--- src/rtl/ple_pkg.sv ---
// Package for the positional list engine.
// Holds field widths, action codes and status codes shared by the interfaces and the core.
// No dependencies.
package ple_pkg;

	localparam int POS_W = 16;
	localparam int VAL_W = 32;
	localparam int CNT_W = 5;
	localparam int IDX_W = 4;

	typedef enum logic [1:0] {
		ACT_INSERT = 2'd0,
		ACT_REMOVE = 2'd1,
		ACT_READ   = 2'd2,
		ACT_FIND   = 2'd3
	} action_t;

	typedef enum logic [2:0] {
		STS_OK       = 3'd0,
		STS_BADPOS   = 3'd1,
		STS_EMPTY    = 3'd2,
		STS_FULL     = 3'd3,
		STS_NOTFOUND = 3'd4
	} status_t;

endpackage

--- src/rtl/ple_cmd_if.sv ---
// Command channel of the positional list engine: valid, ready and one command item.
// Depends on ple_pkg.
interface ple_cmd_if;
	logic                                 valid;
	logic                                 ready;
	ple_pkg::action_t                     action;
	logic signed [ple_pkg::POS_W-1:0]     position;
	logic signed [ple_pkg::VAL_W-1:0]     value_in;

	modport source (output valid, output action, output position, output value_in, input ready);
	modport sink (input valid, input action, input position, input value_in, output ready);
endinterface

--- src/rtl/ple_res_if.sv ---
// Result channel of the positional list engine: valid, ready and one result item.
// Depends on ple_pkg.
interface ple_res_if;
	logic                                 valid;
	logic                                 ready;
	ple_pkg::status_t                     status;
	logic [ple_pkg::CNT_W-1:0]            count;
	logic signed [ple_pkg::VAL_W-1:0]     value_out;
	logic [ple_pkg::IDX_W-1:0]            found_index;

	modport source (output valid, output status, output count, output value_out,
		output found_index, input ready);
	modport sink (input valid, input status, input count, input value_out,
		input found_index, output ready);
endinterface

--- src/rtl/positional_list_engine_core.sv ---
// Positional list engine: an ordered list of signed 32-bit values in a memory with one read
// and one write port.
// Depends on ple_pkg, ple_cmd_if and ple_res_if.
//
// Usage: commands arrive on cmd (insert, remove, read, find) and each gives exactly one
// item on res, which carries a status, the entry count after the command, the removed or
// read value and the index found by a search.
// A small sequencer shares the read and write ports and moves one entry per cycle. An error
// goes straight to the result; read fetches one entry; insert moves the entries from the
// target to the end up by one and then writes the new value; remove moves the entries after
// the target down by one; find compares entries from index 0 until a match or the end.
// The result is loaded into the output register as the sequencer returns to idle.
// cmd.ready is high only while the sequencer is idle; a new command is accepted while the
// previous result still waits in the output register.
// When the receiver stalls, a finished result waits in the sequencer until the output
// register frees up, and no command is taken meanwhile.
// Reset clears the entry count and the control state; memory contents are left as they are
// and are never read before being written. No clearing pass is needed.
module positional_list_engine_core #(
	parameter int CAPACITY = 16
) (
	input  logic           clk,
	input  logic           arst_n,
	ple_cmd_if.sink        cmd,
	ple_res_if.source      res
);
	import ple_pkg::*;

	localparam int AW = (CAPACITY > 1) ? $clog2(CAPACITY) : 1;
	localparam int CW = $clog2(CAPACITY + 1);

	typedef enum logic [4:0] {
		ST_IDLE  = 5'b00001,
		ST_SWEEP = 5'b00010,
		ST_PUT   = 5'b00100,
		ST_RDW   = 5'b01000,
		ST_EMIT  = 5'b10000
	} state_t;

	state_t                   state_q;
	action_t                  action_q;
	logic signed [VAL_W-1:0]  val_q;
	logic [CW-1:0]            count_q;
	logic [CW-1:0]            at_q;
	logic [CW-1:0]            ptr_q;
	logic                     pend_s1;
	logic                     first_s1;
	logic [AW-1:0]            dst_s1;
	logic signed [VAL_W-1:0]  rdata_s1;
	logic signed [VAL_W-1:0]  got_q;

	status_t                  rst_status_q;
	logic signed [VAL_W-1:0]  rst_value_q;
	logic [IDX_W-1:0]         rst_index_q;

	logic                     out_valid_q;
	status_t                  out_status_q;
	logic [CNT_W-1:0]         out_count_q;
	logic signed [VAL_W-1:0]  out_value_q;
	logic [IDX_W-1:0]         out_index_q;

	logic signed [VAL_W-1:0]  mem [CAPACITY];

	logic                     accept;
	logic                     pos_m1;
	logic                     pos_bad;
	logic                     pos_ge;
	logic [CW-1:0]            pos_idx;
	logic [CW-1:0]            last_idx;
	logic                     more;
	logic                     hit;
	logic                     ren;
	logic [AW-1:0]            raddr;
	logic                     wen;
	logic [AW-1:0]            waddr;
	logic signed [VAL_W-1:0]  wdata;
	logic [CW-1:0]            read_at;

	assign cmd.ready       = (state_q == ST_IDLE);
	assign accept          = cmd.valid && cmd.ready;
	assign res.valid       = out_valid_q;
	assign res.status      = out_status_q;
	assign res.count       = out_count_q;
	assign res.value_out   = out_value_q;
	assign res.found_index = out_index_q;

	assign pos_m1   = (cmd.position == -POS_W'(1));
	assign pos_bad  = cmd.position[POS_W-1] && !pos_m1;
	assign pos_ge   = !cmd.position[POS_W-1] &&
		({1'b0, cmd.position[POS_W-2:0]} >= POS_W'(count_q));
	assign pos_idx  = CW'(cmd.position[POS_W-2:0]);
	assign last_idx = count_q - CW'(1);
	assign read_at  = pos_m1 ? last_idx : pos_idx;
	assign hit      = pend_s1 && (rdata_s1 == val_q);

	always_comb begin
		more = 1'b0;
		case (action_q)
			ACT_INSERT: more = (ptr_q > at_q);
			ACT_REMOVE: more = (ptr_q < count_q);
			ACT_FIND:   more = (ptr_q < count_q) && !hit;
			default:    more = 1'b0;
		endcase
	end

	always_comb begin
		ren   = 1'b0;
		raddr = AW'(ptr_q);
		wen   = 1'b0;
		waddr = dst_s1;
		wdata = rdata_s1;
		case (state_q)
			ST_IDLE: begin
				ren   = accept && (cmd.action == ACT_READ);
				raddr = AW'(read_at);
			end
			ST_SWEEP: begin
				ren = more;
				if (action_q == ACT_INSERT) begin
					raddr = AW'(ptr_q - CW'(1));
					wen   = pend_s1;
				end else if (action_q == ACT_REMOVE) begin
					wen = pend_s1 && !first_s1;
				end
			end
			ST_PUT: begin
				wen   = 1'b1;
				waddr = AW'(at_q);
				wdata = val_q;
			end
			default: ;
		endcase
	end

	always_ff @(posedge clk) begin
		if (wen) begin
			mem[waddr] <= wdata;
		end
		if (ren) begin
			rdata_s1 <= mem[raddr];
		end
	end

	always_ff @(posedge clk or negedge arst_n) begin
		if (!arst_n) begin
			state_q     <= ST_IDLE;
			count_q     <= '0;
			pend_s1     <= 1'b0;
			out_valid_q <= 1'b0;
		end else begin
			if (state_q == ST_EMIT && (!out_valid_q || res.ready)) begin
				out_valid_q <= 1'b1;
			end else if (res.ready) begin
				out_valid_q <= 1'b0;
			end
			case (state_q)
				ST_IDLE: begin
					if (accept) begin
						action_q    <= cmd.action;
						val_q       <= cmd.value_in;
						pend_s1     <= 1'b0;
						rst_value_q <= '0;
						rst_index_q <= '0;
						if (cmd.action == ACT_FIND) begin
							if (count_q == '0) begin
								rst_status_q <= STS_EMPTY;
								state_q      <= ST_EMIT;
							end else begin
								rst_status_q <= STS_OK;
								ptr_q        <= '0;
								state_q      <= ST_SWEEP;
							end
						end else if (pos_bad) begin
							rst_status_q <= STS_BADPOS;
							state_q      <= ST_EMIT;
						end else if (cmd.action == ACT_INSERT) begin
							if (count_q == CW'(CAPACITY)) begin
								rst_status_q <= STS_FULL;
								state_q      <= ST_EMIT;
							end else begin
								rst_status_q <= STS_OK;
								at_q         <= (pos_m1 || pos_ge) ? count_q : pos_idx;
								ptr_q        <= count_q;
								state_q      <= ST_SWEEP;
							end
						end else if (count_q == '0) begin
							rst_status_q <= STS_EMPTY;
							state_q      <= ST_EMIT;
						end else if (cmd.action == ACT_REMOVE) begin
							rst_status_q <= STS_OK;
							at_q         <= (pos_m1 || pos_ge) ? last_idx : pos_idx;
							ptr_q        <= (pos_m1 || pos_ge) ? last_idx : pos_idx;
							state_q      <= ST_SWEEP;
						end else if (pos_ge) begin
							rst_status_q <= STS_BADPOS;
							state_q      <= ST_EMIT;
						end else begin
							rst_status_q <= STS_OK;
							state_q      <= ST_RDW;
						end
					end
				end
				ST_SWEEP: begin
					pend_s1 <= more;
					if (more) begin
						if (action_q == ACT_INSERT) begin
							dst_s1 <= AW'(ptr_q);
							ptr_q  <= ptr_q - CW'(1);
						end else begin
							dst_s1   <= (action_q == ACT_REMOVE) ? AW'(ptr_q - CW'(1)) : AW'(ptr_q);
							first_s1 <= (ptr_q == at_q);
							ptr_q    <= ptr_q + CW'(1);
						end
					end
					if (action_q == ACT_REMOVE && pend_s1 && first_s1) begin
						got_q <= rdata_s1;
					end
					if (action_q == ACT_FIND && hit) begin
						rst_index_q <= IDX_W'(dst_s1);
						state_q     <= ST_EMIT;
					end else if (!more && !pend_s1) begin
						case (action_q)
							ACT_INSERT: state_q <= ST_PUT;
							ACT_REMOVE: begin
								state_q     <= ST_EMIT;
								count_q     <= count_q - CW'(1);
								rst_value_q <= got_q;
							end
							default: begin
								state_q      <= ST_EMIT;
								rst_status_q <= STS_NOTFOUND;
							end
						endcase
					end
				end
				ST_PUT: begin
					count_q <= count_q + CW'(1);
					state_q <= ST_EMIT;
				end
				ST_RDW: begin
					rst_value_q <= rdata_s1;
					state_q     <= ST_EMIT;
				end
				ST_EMIT: begin
					if (!out_valid_q || res.ready) begin
						out_status_q <= rst_status_q;
						out_count_q  <= CNT_W'(count_q);
						out_value_q  <= rst_value_q;
						out_index_q  <= rst_index_q;
						state_q      <= ST_IDLE;
					end
				end
				default: state_q <= ST_IDLE;
			endcase
		end
	end

endmodule

--- src/flat_wrapper.sv ---
// flat-port wrapper written by rule: the top's interface ports become plain ports
module positional_list_engine_core_flat import ple_pkg::*;
#(
	parameter int CAPACITY = 16
)
  (clk, arst_n, cmd_valid, cmd_action, cmd_position, cmd_value_in, cmd_ready, res_valid, res_status, res_count, res_value_out, res_found_index, res_ready);
  ple_cmd_if cmd_i ();
  ple_res_if res_i ();
  input  logic clk;
  input  logic arst_n;
  input wire logic [$bits(cmd_i.valid)-1:0] cmd_valid;
  input wire logic [$bits(cmd_i.action)-1:0] cmd_action;
  input wire logic [$bits(cmd_i.position)-1:0] cmd_position;
  input wire logic [$bits(cmd_i.value_in)-1:0] cmd_value_in;
  output wire logic [$bits(cmd_i.ready)-1:0] cmd_ready;
  output wire logic [$bits(res_i.valid)-1:0] res_valid;
  output wire logic [$bits(res_i.status)-1:0] res_status;
  output wire logic [$bits(res_i.count)-1:0] res_count;
  output wire logic [$bits(res_i.value_out)-1:0] res_value_out;
  output wire logic [$bits(res_i.found_index)-1:0] res_found_index;
  input wire logic [$bits(res_i.ready)-1:0] res_ready;
  assign cmd_i.valid = cmd_valid;
  assign cmd_i.action = cmd_action;
  assign cmd_i.position = cmd_position;
  assign cmd_i.value_in = cmd_value_in;
  assign cmd_ready = cmd_i.ready;
  assign res_valid = res_i.valid;
  assign res_status = res_i.status;
  assign res_count = res_i.count;
  assign res_value_out = res_i.value_out;
  assign res_found_index = res_i.found_index;
  assign res_i.ready = res_ready;
  positional_list_engine_core #(.CAPACITY(CAPACITY)) u_core (.clk(clk), .arst_n(arst_n), .cmd(cmd_i), .res(res_i));
endmodule
--- config.mk ---
export PLATFORM = sky130hd
export DESIGN_NAME = positional_list_engine_core_flat
export DESIGN_NICKNAME = d
export VERILOG_FILES = /design/src/rtl/ple_pkg.sv /design/src/rtl/ple_cmd_if.sv /design/src/rtl/ple_res_if.sv /design/src/rtl/positional_list_engine_core.sv /design/src/flat_wrapper.sv
export SDC_FILE = /design/constraint.sdc
export NUM_CORES = 1
export LEC_CHECK = 0
export BUFFER_PORTS_ARGS = -buffer_cell sky130_fd_sc_hd__buf_2
export CORE_MARGIN = 2
export CORE_UTILIZATION = 55
export DETAILED_ROUTE_END_ITERATION = 16
export PLACE_DENSITY_LB_ADDON = 0.3
export SLEW_MARGIN = 10
export SYNTH_ARGS = -nofsm -noshare
export SYNTH_HDL_FRONTEND = slang
export SYNTH_SLANG_ARGS = --single-unit
export TNS_END_PERCENT = 5
--- constraint.sdc ---
create_clock -name clk -period 5.1 [get_ports clk]
set_clock_uncertainty 0.1 [all_clocks]
set_input_delay 1.02 -clock clk [delete_from_list [all_inputs] [get_ports clk]]
set_output_delay 1.02 -clock clk [all_outputs]
set_load 0.005 [all_outputs]
==> reports/qor.yml, run 1 <==
floorplan:
  row_count: 84
  die_area_sq_um: 54500
  io_pins: 100
  die_w_um: 234
  start_util_pct: 55.4
  die_y_um: 234
  core_area_sq_um: 52300
clocking:
  clock_sinks: 720
  root_buffer: "clkbuf_16"
  clk_pin_slew_worst_paths_ps: 60
  h-tree-depth: 3
  ctsHoldBuffers: 0
  cts_buffer_depth: 3
  cts_tree: "built"
  postCtsResizedCells: 0
  cts_setup_buffers: 0
  clk_latency_ps: 610
  cts_buffers: 71
critical_path:
  end_kind: "flip-flop"
  crit_path_max_fanout: 19
  crit-reg2reg-launch: "u_core.state_q[2]"
  required_ps: 5310
  slowest_stage: "a2111oi_2"
  worstPathCellList: "or3_1 > or3_1 > a2111oi_2 > a21oi_1 > o32a_1 > nor2_4 > buf_12"
  path_delay_family: "simple AND/OR/NAND/NOR gates"
  crit_type: "flip-flop to flip-flop"
  critPathMostFrequentCell: "or3_1"
  r2r-end: "u_core.mem[6][27]"
  ff2ff_setup_slack_ps: 500
  cp-start-kind: "flip-flop"
  slowest_delay_ps: 820
  rr_worst_depth: 7
  cp.buffers_inverters: 1
  worstPathArrival_ps: 4810
detailed_routing:
  initialDrtViolationCount: 2399
  wl_per_cell_um: 26.5
  antenna_left: 0
  vias: 17600
  dr.pass1.iters: 8
  drc: 0
  totalWireLength_mm: 73.1
  via_per_inst: 6.37
synthesis:
  netlist_area_sq_um: 29000
  syn_area_per_cell_sq_um: 15.2
  synth-async-reset-ratio_pct: 1.67
  synth-main-ff-cell: "edfxtp_1"
  synth_seq_area_share_pct: 74.4
  ys_ff_latch: 720
  netlist_instances: 1910
  syn-num-nets: 1984
  synth.distinct_cells: 67
  synth_warnings: 0
  synth_edf_count: 708
sta:
  max_slew_margin_pct: 13.5
  holdWs_ps: 267
  fin_tns_setup_ps: 0
  hold_viol: 0
  worst-slew-pin-transition_ps: 1300
  final-setup-viol-count: 0
  fmax_ghz: 0.217
  rsz0062_at_grt: "false"
  post-route-min-period_ps: 4600
  finalCritPeriodShare_pct: 90.2
  drv_slew: 0
grt:
  grt_pass1_wl_mm: 107
  grt_overflow: 0
  track_usage_pct: 27.0
  grt_max_degree: 90
  antenna_found_initial: 1
  first_global_vias: 17200
pwr:
  leakagePower_nw: 11.2
  power_density_nw_per_um2: 527
  peakVddDrop_v: 0.000405
  finalPower_mw: 17.3
placement:
  portBuffers: 99
  place_congestion: 0.928
  placedCellCount: 2632
  hpwlAfterDp_mm: 43.3
finish:
  multiInputGateArea_sq_um: 6960
  fin_nets: 2092
  instances_no_fill: 2757
  seq_area_sq_um: 21600
  synthToLayoutAreaGrowth_pct: 13.0
  antennaDiodeCount: 0
  num-fill-cells: 3715
  layout-drive-gt1-share_pct: 13.9
  final_common_cell: "edfxtp_1"
  mostFrequentLayoutCells: "edfxtp_1 (708), nand2_1 (321), buf_2 (99)"
flow_run:
  cap_violations: 0
worst_hold_path:
  holdCritPathClass: "primary input to async pin"
status:
  run_status: "completed"
state kept, by name (all words and copies together), names as in the netlist, 32 cells and up:
signal and count:
u_core.rst_value_q 32, u_core.mem 512, u_core.rdata_s1 32, u_core.got_q 32
u_core.res.value_out 32, u_core.val_q 32
layout make-up:
type / count / share of cell area (%)
Clock inverter: 41 / 1.18
Tap cell: 688 / 2.63
Inverter: 26 / 0.298
Timing Repair Buffer: 152 / 3.13
Multi-Input combinational cell: 1047 / 21.2
Clock buffer: 83 / 5.69
Sequential cell: 720 / 65.8
report_power, final:
group	total [mW]	internal, mW	switching, mW
combinational	4.71	1.58	3.13
clock	5.11	2.96	2.15
sequential	7.44	7.16	0.283
total	17.3	11.7	5.56
logic make-up (layout without fill, tap and decap cells):
logic type	after synthesis	after routing	share of synthesized area, %
flops	720	720	74.4
simple gates	558	558	9.23
compound gates	322	322	8.35
buf+inv	143	302	2.26
mux	99	99	3.43
xor+xnor	48	48	1.45
fa+ha+maj	20	20	0.864
routing by layer:
metal / share of wire (%) / GRT usage (%) / vias up
li1: - / - / 7652
met1: 39 / 36.5 / 8777
met2: 47 / 42.9 / 984
met3: 10 / 6.05 / 152
met4: 3.3 / 10.4 / 0
met5: 0 / 0 / -
cells in the mapped netlist, types with 12 or more instances:
cell type,count,share of area (%)
a211oi_1,64,1.7
a21oi_1,19,0.33
a22o_1,32,0.97
a32oi_1,98,3.0
and3_1,72,1.6
and4_1,32,0.97
buf_2,14,0.24
clkbuf_1,84,1.1
edfxtp_1,708,73
ha_1,20,0.86
inv_1,21,0.27
mux2i_1,97,3.4
nand2_1,322,4.2
nand3_1,12,0.21
nand4_1,13,0.28
nor2_1,39,0.51
nor3_1,20,0.35
o21ai_0,52,0.90
xnor2_1,29,0.88
xor2_1,19,0.57
metrics by stage:
stage                     instance area [sq um]  utilization, %  setup slack, ps
final                                     32800            62.6              502
after global routing                      32800            62.6              401
after CTS                                 32700            62.5              596
after detailed placement                  30500            58.2              644
after global placement                    30500            58.2              695
after floorplan                           29000               -              195
worst reg2reg max path: cells and delay by family, from the launching register on:
kind	cells	cell delay, ps
flip-flops	1	440
buffers and inverters	1	280
AND/OR/NAND/NOR	3	1750
AO/OA/AOI/OAI	3	1720
how the worst max path moves through the flow:
stage                                 start            endpoint  slack (ps)  cells past startpoint
after floorplan           u_core.state_q[2]    u_core.mem[3][0]         190                      7
after global placement    u_core.state_q[2]   u_core.mem[6][13]         700                      7
final                     u_core.state_q[2]   u_core.mem[6][27]         500                      7
after global routing      u_core.state_q[2]   u_core.mem[14][2]         400                      7
after detailed placement  u_core.state_q[2]  u_core.mem[14][14]         640                      7
after CTS                 u_core.state_q[2]   u_core.mem[14][2]         600                      7
(Power assumes the default switching activity.)
==> run 2, diff against run 1 <==
--- a/config.mk
+++ b/config.mk
@@ -9,7 +9,7 @@
 export CORE_MARGIN = 2
 export CORE_UTILIZATION = 55
 export DETAILED_ROUTE_END_ITERATION = 16
-export PLACE_DENSITY_LB_ADDON = 0.3
+export PLACE_DENSITY_LB_ADDON = 0.12
 export SLEW_MARGIN = 10
 export SYNTH_ARGS = -nofsm -noshare
 export SYNTH_HDL_FRONTEND = slang
==> reports/qor.yml, run 2 (same netlist as run 1, synthesis figures left out) <==
floorplan:
  die_w_um: 234  # unchanged
  io_pins: 100  # unchanged
  die_area_sq_um: 54500  # unchanged
  start_util_pct: 55.4  # unchanged
  core_area_sq_um: 52300  # unchanged
  die_y_um: 234  # unchanged
  row_count: 84  # unchanged
finish:
  antennaDiodeCount: 0  # unchanged
  num-fill-cells: 3887  # was 3,715
  layout-drive-gt1-share_pct: 14.5  # was 13.9%
  synthToLayoutAreaGrowth_pct: 13.0  # about the same
  fin_nets: 2096  # was 2,092
  final_common_cell: "edfxtp_1"  # unchanged
  instances_no_fill: 2766  # was 2,757
  top_register: "u_core.mem"  # unchanged
  mostFrequentLayoutCells: "edfxtp_1 (708), nand2_1 (321), buf_2 (99)"  # unchanged
  largest_register_ffs: 512  # unchanged
critical_path:
  required_ps: 5340  # was 5310 ps
  timing.critical_path.from: "u_core.action_q[1]"  # was u_core.state_q[2]
  slowest_stage: "and3_4"  # was a2111oi_2
  crit_type: "flip-flop to flip-flop"  # unchanged
  r2r-end: "u_core.rdata_s1[19]"  # was u_core.mem[6][27]
  path_delay_family: "simple AND/OR/NAND/NOR gates"  # unchanged
  worstPathCellList: "or2_1 > or4_1 > o21ai_1 > or3_2 > buf_4 > and3_4 > a32oi_1 > and4_1"  # was or3_1 > or3_1 > a2111oi_2 > a21oi_1 > o32a_1 > nor2_4 > buf_12
  cp.buffers_inverters: 1  # unchanged
  crit_path_max_fanout: 32  # was 19
  worstPathArrival_ps: 4520  # was 4810 ps
  slowest_delay_ps: 650  # was 820 ps
  end_kind: "flip-flop"  # unchanged
  cp-start-kind: "flip-flop"  # unchanged
  ff2ff_setup_slack_ps: 820  # was 500 ps
  rr_worst_depth: 8  # was 7
  crit-reg2reg-launch: "u_core.action_q[1]"  # was u_core.state_q[2]
clocking:
  ctsHoldBuffers: 0  # unchanged
  clk_latency_ps: 600  # was 610 ps
  postCtsResizedCells: 0  # unchanged
  cts_buffer_depth: 3  # unchanged
  cts_tree: "built"  # unchanged
  h-tree-depth: 3  # unchanged
  clk_pin_slew_worst_paths_ps: 60  # about the same
  cts_setup_buffers: 0  # unchanged
  root_buffer: "clkbuf_16"  # unchanged
  cts_buffers: 74  # was 71
  clock_sinks: 720  # unchanged
worst_hold_path:
  holdCritPathClass: "primary input to async pin"  # unchanged
pwr:
  peakVddDrop_v: 0.000415  # was 0.000405 V
  pwr-share-seq_pct: 42.8  # was 43.1%
  p_sw_mw: 5.66  # was 5.56 mW
  clockPowerShare_pct: 29.8  # was 29.6%
  leakagePower_nw: 11.3  # was 11.2 nW
  power_density_nw_per_um2: 531  # was 527 nW/um^2
  pwr-share-comb_pct: 27.4  # was 27.3%
  p_int_mw: 11.7  # about the same
  switching_share_pct: 32.6  # was 32.2%
grt:
  first_global_vias: 17200  # unchanged
  grt_overflow: 0  # unchanged
  grt_max_degree: 75  # was 90
  antenna_found_initial: 1  # unchanged
  grt_pass1_wl_mm: 110  # was 107 mm
  track_usage_pct: 27.9  # was 27.0%
sta:
  finalCritPeriodShare_pct: 83.8  # was 90.2%
  final-setup-viol-count: 0  # unchanged
  post-route-min-period_ps: 4280  # was 4600 ps
  drv_slew: 0  # unchanged
  hold_viol: 0  # unchanged
  rsz0062_at_grt: "false"  # unchanged
  fmax_ghz: 0.234  # was 0.217 GHz
  fin_tns_setup_ps: 0  # unchanged
  max_slew_margin_pct: 33.9  # was 13.5%
  holdWs_ps: 286  # was 267 ps
  worst-slew-pin-transition_ps: 992  # was 1300 ps
detailed_routing:
  wl_per_cell_um: 27.1  # was 26.5 um
  via_per_inst: 6.28  # was 6.37
  dr.pass1.iters: 5  # was 8
  drc: 0  # unchanged
  antenna_left: 0  # unchanged
  vias: 17400  # was 17,600
  totalWireLength_mm: 75.1  # was 73.1 mm
  initialDrtViolationCount: 1977  # was 2,399
placement:
  placedCellCount: 2633  # was 2,632
  place_congestion: 0.915  # was 0.928
  portBuffers: 99  # unchanged
  hpwlAfterDp_mm: 43.8  # was 43.3 mm
status:
  run_status: "completed"  # unchanged
flow_run:
  cap_violations: 0  # unchanged
==> run 2: power groups by stage <==
stage / logic [mW] / registers, mW / clock network, mW
after CTS: 4.74 / 7.43 / 5.23
after floorplan: 3.28 / 7.40 / 0
final: 4.77 / 7.44 / 5.18
after global placement: 4.63 / 7.55 / 0
after detailed placement: 4.72 / 7.56 / 0
after global routing: 5.14 / 7.47 / 5.47
==> run 2: layout make-up <==
class | instances | area (sq um) | share of cell area [%]
Clock buffer | 89 | 1950 | 5.95
Clock inverter | 43 | 350 | 1.07
Inverter | 26 | 97.6 | 0.298
Sequential cell | 720 | 21600 | 65.8
Tap cell | 688 | 861 | 2.63
Timing Repair Buffer | 153 | 971 | 2.97
Multi-Input combinational cell | 1047 | 6960 | 21.2
==> run 2: worst max path at each step <==
stage	endpoint	cells after the start
floorplan	u_core.mem[3][0]	7
global placement	u_core.rdata_s1[19]	9
detailed placement	u_core.rdata_s1[19]	9
CTS	u_core.rdata_s1[19]	8
global route	u_core.rdata_s1[19]	8
finish	u_core.rdata_s1[19]	8
==> run 2: stage by stage <==
| step | cell area [sq um] | total power, mW | setup WS [ps] | util (%) |
|---|---|---|---|---|
| global placement | 30400 | 12.2 | 455 | 58.1 |
| CTS | 32700 | 17.4 | 839 | 62.5 |
| floorplan | 29000 | 10.7 | 195 | - |
| detailed placement | 30400 | 12.3 | 438 | 58.1 |
| finish | 32700 | 17.4 | 825 | 62.6 |
| global route | 32700 | 18.1 | 682 | 62.6 |
==> run 2: layer usage <==
metal / up-vias / wire (um) / global-route usage (%)
met4: 0 / 2090 / 9.34
met3: 143 / 6360 / 4.88
met1: 8779 / 31000 / 38.7
li1: 7658 / - / -
met5: - / 0 / 0
met2: 787 / 35600 / 44.9
==> run 2: worst reg2reg max path, stage by stage, from the launching register on <==
cell	delay [ps]
edfxtp_1	550
or2_1	450
or4_1	510
o21ai_1	280
or3_2	600
buf_4	410
and3_4	650
a32oi_1	240
and4_1	240
==> run 3, diff against run 2 <==
==> constraint.sdc (replaced) <==
create_clock -name clk -period 4.29 [get_ports clk]
set_clock_uncertainty 0.1 [all_clocks]
set_input_delay 0.858 -clock clk [delete_from_list [all_inputs] [get_ports clk]]
set_output_delay 0.858 -clock clk [all_outputs]
set_load 0.005 [all_outputs]
==> reports/qor.yml, run 3 (same netlist as run 1, synthesis figures left out) <==
detailed_routing:
  vias: 17500  # was 17,400
  wl_per_cell_um: 27.3  # was 27.1 um
  dr.pass1.iters: 7  # was 5
  met1_length_mm: 31.4  # was 31.0 mm
  totalWireLength_mm: 76.0  # was 75.1 mm
  route.met2.wl_mm: 35.6  # about the same
  drc: 0  # unchanged
  top_layer: "met4"  # unchanged
  wl_met3_mm: 6.71  # was 6.36 mm
  initialDrtViolationCount: 1943  # was 1,977
  via_per_inst: 6.29  # was 6.28
  antenna_left: 0  # unchanged
clocking:
  clk_pin_slew_worst_paths_ps: 60  # about the same
  clock_sinks: 720  # unchanged
  ctsHoldBuffers: 0  # unchanged
  postCtsResizedCells: 0  # unchanged
  root_buffer: "clkbuf_16"  # unchanged
  cts_tree: "built"  # unchanged
  cts_setup_buffers: 0  # unchanged
  h-tree-depth: 3  # unchanged
  cts_buffers: 73  # was 74
  cts_buffer_depth: 3  # unchanged
  clk_latency_ps: 620  # was 600 ps
critical_path:
  critPathMostFrequentCell: "or3_1"
  end_kind: "flip-flop"  # unchanged
  crit_path_max_fanout: 25  # was 32
  path_delay_family: "compound AO/OA/AOI/OAI gates"  # was simple AND/OR/NAND/NOR gates
  r2r-end: "u_core.mem[6][27]"  # was u_core.rdata_s1[19]
  worstPathArrival_ps: 4160  # was 4520 ps
  ff2ff_setup_slack_ps: 310  # was 820 ps
  slowest_stage: "a2111oi_2"  # was and3_4
  required_ps: 4470  # was 5340 ps
  crit_type: "flip-flop to flip-flop"  # unchanged
  cp.buffers_inverters: 1  # unchanged
  slowest_delay_ps: 660  # was 650 ps
  timing.critical_path.from: "u_core.state_q[2]"  # was u_core.action_q[1]
  crit-reg2reg-launch: "u_core.state_q[2]"  # was u_core.action_q[1]
  cp-start-kind: "flip-flop"  # unchanged
  worstPathCellList: "or3_1 > or3_1 > a2111oi_2 > a21oi_1 > o32a_1 > nor2_4 > buf_12"  # was or2_1 > or4_1 > o21ai_1 > or3_2 > buf_4 > and3_4 > a32oi_1 > and4_1
  rr_worst_depth: 7  # was 8
sta:
  fin_tns_setup_ps: 0  # unchanged
  fmax_ghz: 0.251  # was 0.234 GHz
  post-route-min-period_ps: 3980  # was 4280 ps
  rsz0062_at_grt: "false"  # unchanged
  finalCritPeriodShare_pct: 92.7  # was 83.8%
  worst_slack_ps: 312  # was 825 ps
  drv_slew: 0  # unchanged
  max_slew_margin_pct: 30.8  # was 33.9%
  worst-slew-pin-transition_ps: 1030  # was 992 ps
  hold_viol: 0  # unchanged
  final-setup-viol-count: 0  # unchanged
finish:
  instances_no_fill: 2786  # was 2,766
  synthToLayoutAreaGrowth_pct: 13.7  # was 13.0%
  final_common_cell: "edfxtp_1"  # unchanged
  num-fill-cells: 3842  # was 3,887
  layout-drive-gt1-share_pct: 15.1  # was 14.5%
  top_register: "u_core.mem"  # unchanged
  seq_area_sq_um: 21600  # unchanged
  multiInputGateArea_sq_um: 6960  # unchanged
  mostFrequentLayoutCells: "edfxtp_1 (708), nand2_1 (321), buf_2 (99)"  # unchanged
  fin_area_sq_um: 33000  # was 32,700 sq um
  antennaDiodeCount: 0  # unchanged
  largest_register_ffs: 512  # unchanged
  fin_nets: 2124  # was 2,096
placement:
  placedCellCount: 2662  # was 2,633
  place_congestion: 0.909  # was 0.915
  portBuffers: 99  # unchanged
  post-place-ws_ps: 202  # was 438 ps
  hpwlAfterDp_mm: 46.4  # was 43.8 mm
  placed_cell_area_sq_um: 30800  # was 30,400 sq um
grt:
  antenna_found_initial: 1  # unchanged
  track_usage_pct: 28.2  # was 27.9%
  grt_max_degree: 91  # was 75
  grt_pass1_wl_mm: 111  # was 110 mm
  grt_overflow: 0  # unchanged
  first_global_vias: 16900  # was 17,200
pwr:
  leakagePower_nw: 11.4  # was 11.3 nW
  peakVddDrop_v: 0.000560  # was 0.000415 V
  power_density_nw_per_um2: 627  # was 531 nW/um^2
  finalPower_mw: 20.7  # was 17.4 mW
floorplan:
  die_y_um: 234  # unchanged
  row_count: 84  # unchanged
  die_area_sq_um: 54500  # unchanged
  io_pins: 100  # unchanged
  die_w_um: 234  # unchanged
  core_area_sq_um: 52300  # unchanged
  start_util_pct: 55.4  # unchanged
status:
  run_status: "completed"  # unchanged
worst_hold_path:
  holdCritPathClass: "primary input to async pin"  # unchanged
flow_run:
  cap_violations: 0  # unchanged
==> run 3: metrics by stage <==
| step | hold WS (ps) | util, % |
|---|---|---|
| 2_1_floorplan | 300 | - |
| 3_3_place_gp | 301 | 58.8 |
| 3_5_place_dp | 305 | 58.8 |
| 4_1_cts | 92.6 | 62.9 |
| 5_1_grt | 117 | 63.0 |
| 6_report | 110 | 63.0 |
==> run 3: final cells by class <==
type	instances	area share, %
sequential	720	65.4
multi-input combinational	1047	21.1
timing repair buffer	182	4.06
clock inverter	29	0.520
inverter	26	0.296
clock buffer	94	5.98
tap	688	2.61
==> run 3: worst register-to-register path: cells and delay by family (launching register included) <==
kind	cells	cell delay (ps)
DFF	1	420
AOI/OAI and AO/OA	3	1530
buffers and inverters	1	290
and+or+nand+nor	3	1290
==> run 3: how the worst max path moves through the flow <==
stage,end,slack [ps],cells after the start
floorplan,u_core.mem[3][0],-620,7
global placement,u_core.rdata_s1[25],220,11
detailed placement,u_core.rdata_s1[25],200,11
CTS,u_core.mem[6][27],400,7
global route,u_core.mem[6][27],220,7
finish,u_core.mem[6][27],310,7
==> run 3: where the power goes <==
| part | switching (mW) | total (mW) | internal, mW |
|---|---|---|---|
| Clock | 2.54 | 5.82 | 3.28 |
| Sequential | 0.301 | 8.81 | 8.51 |
| Combinational | 3.91 | 6.02 | 2.11 |
==> run 3: per-layer routing <==
layer  GRT usage [%]  vias to the layer above
li1                -                     7715
met1            39.8                     8855
met2            44.0                      805
met3            6.10                      147
met4            9.28                        0
met5               0                        -
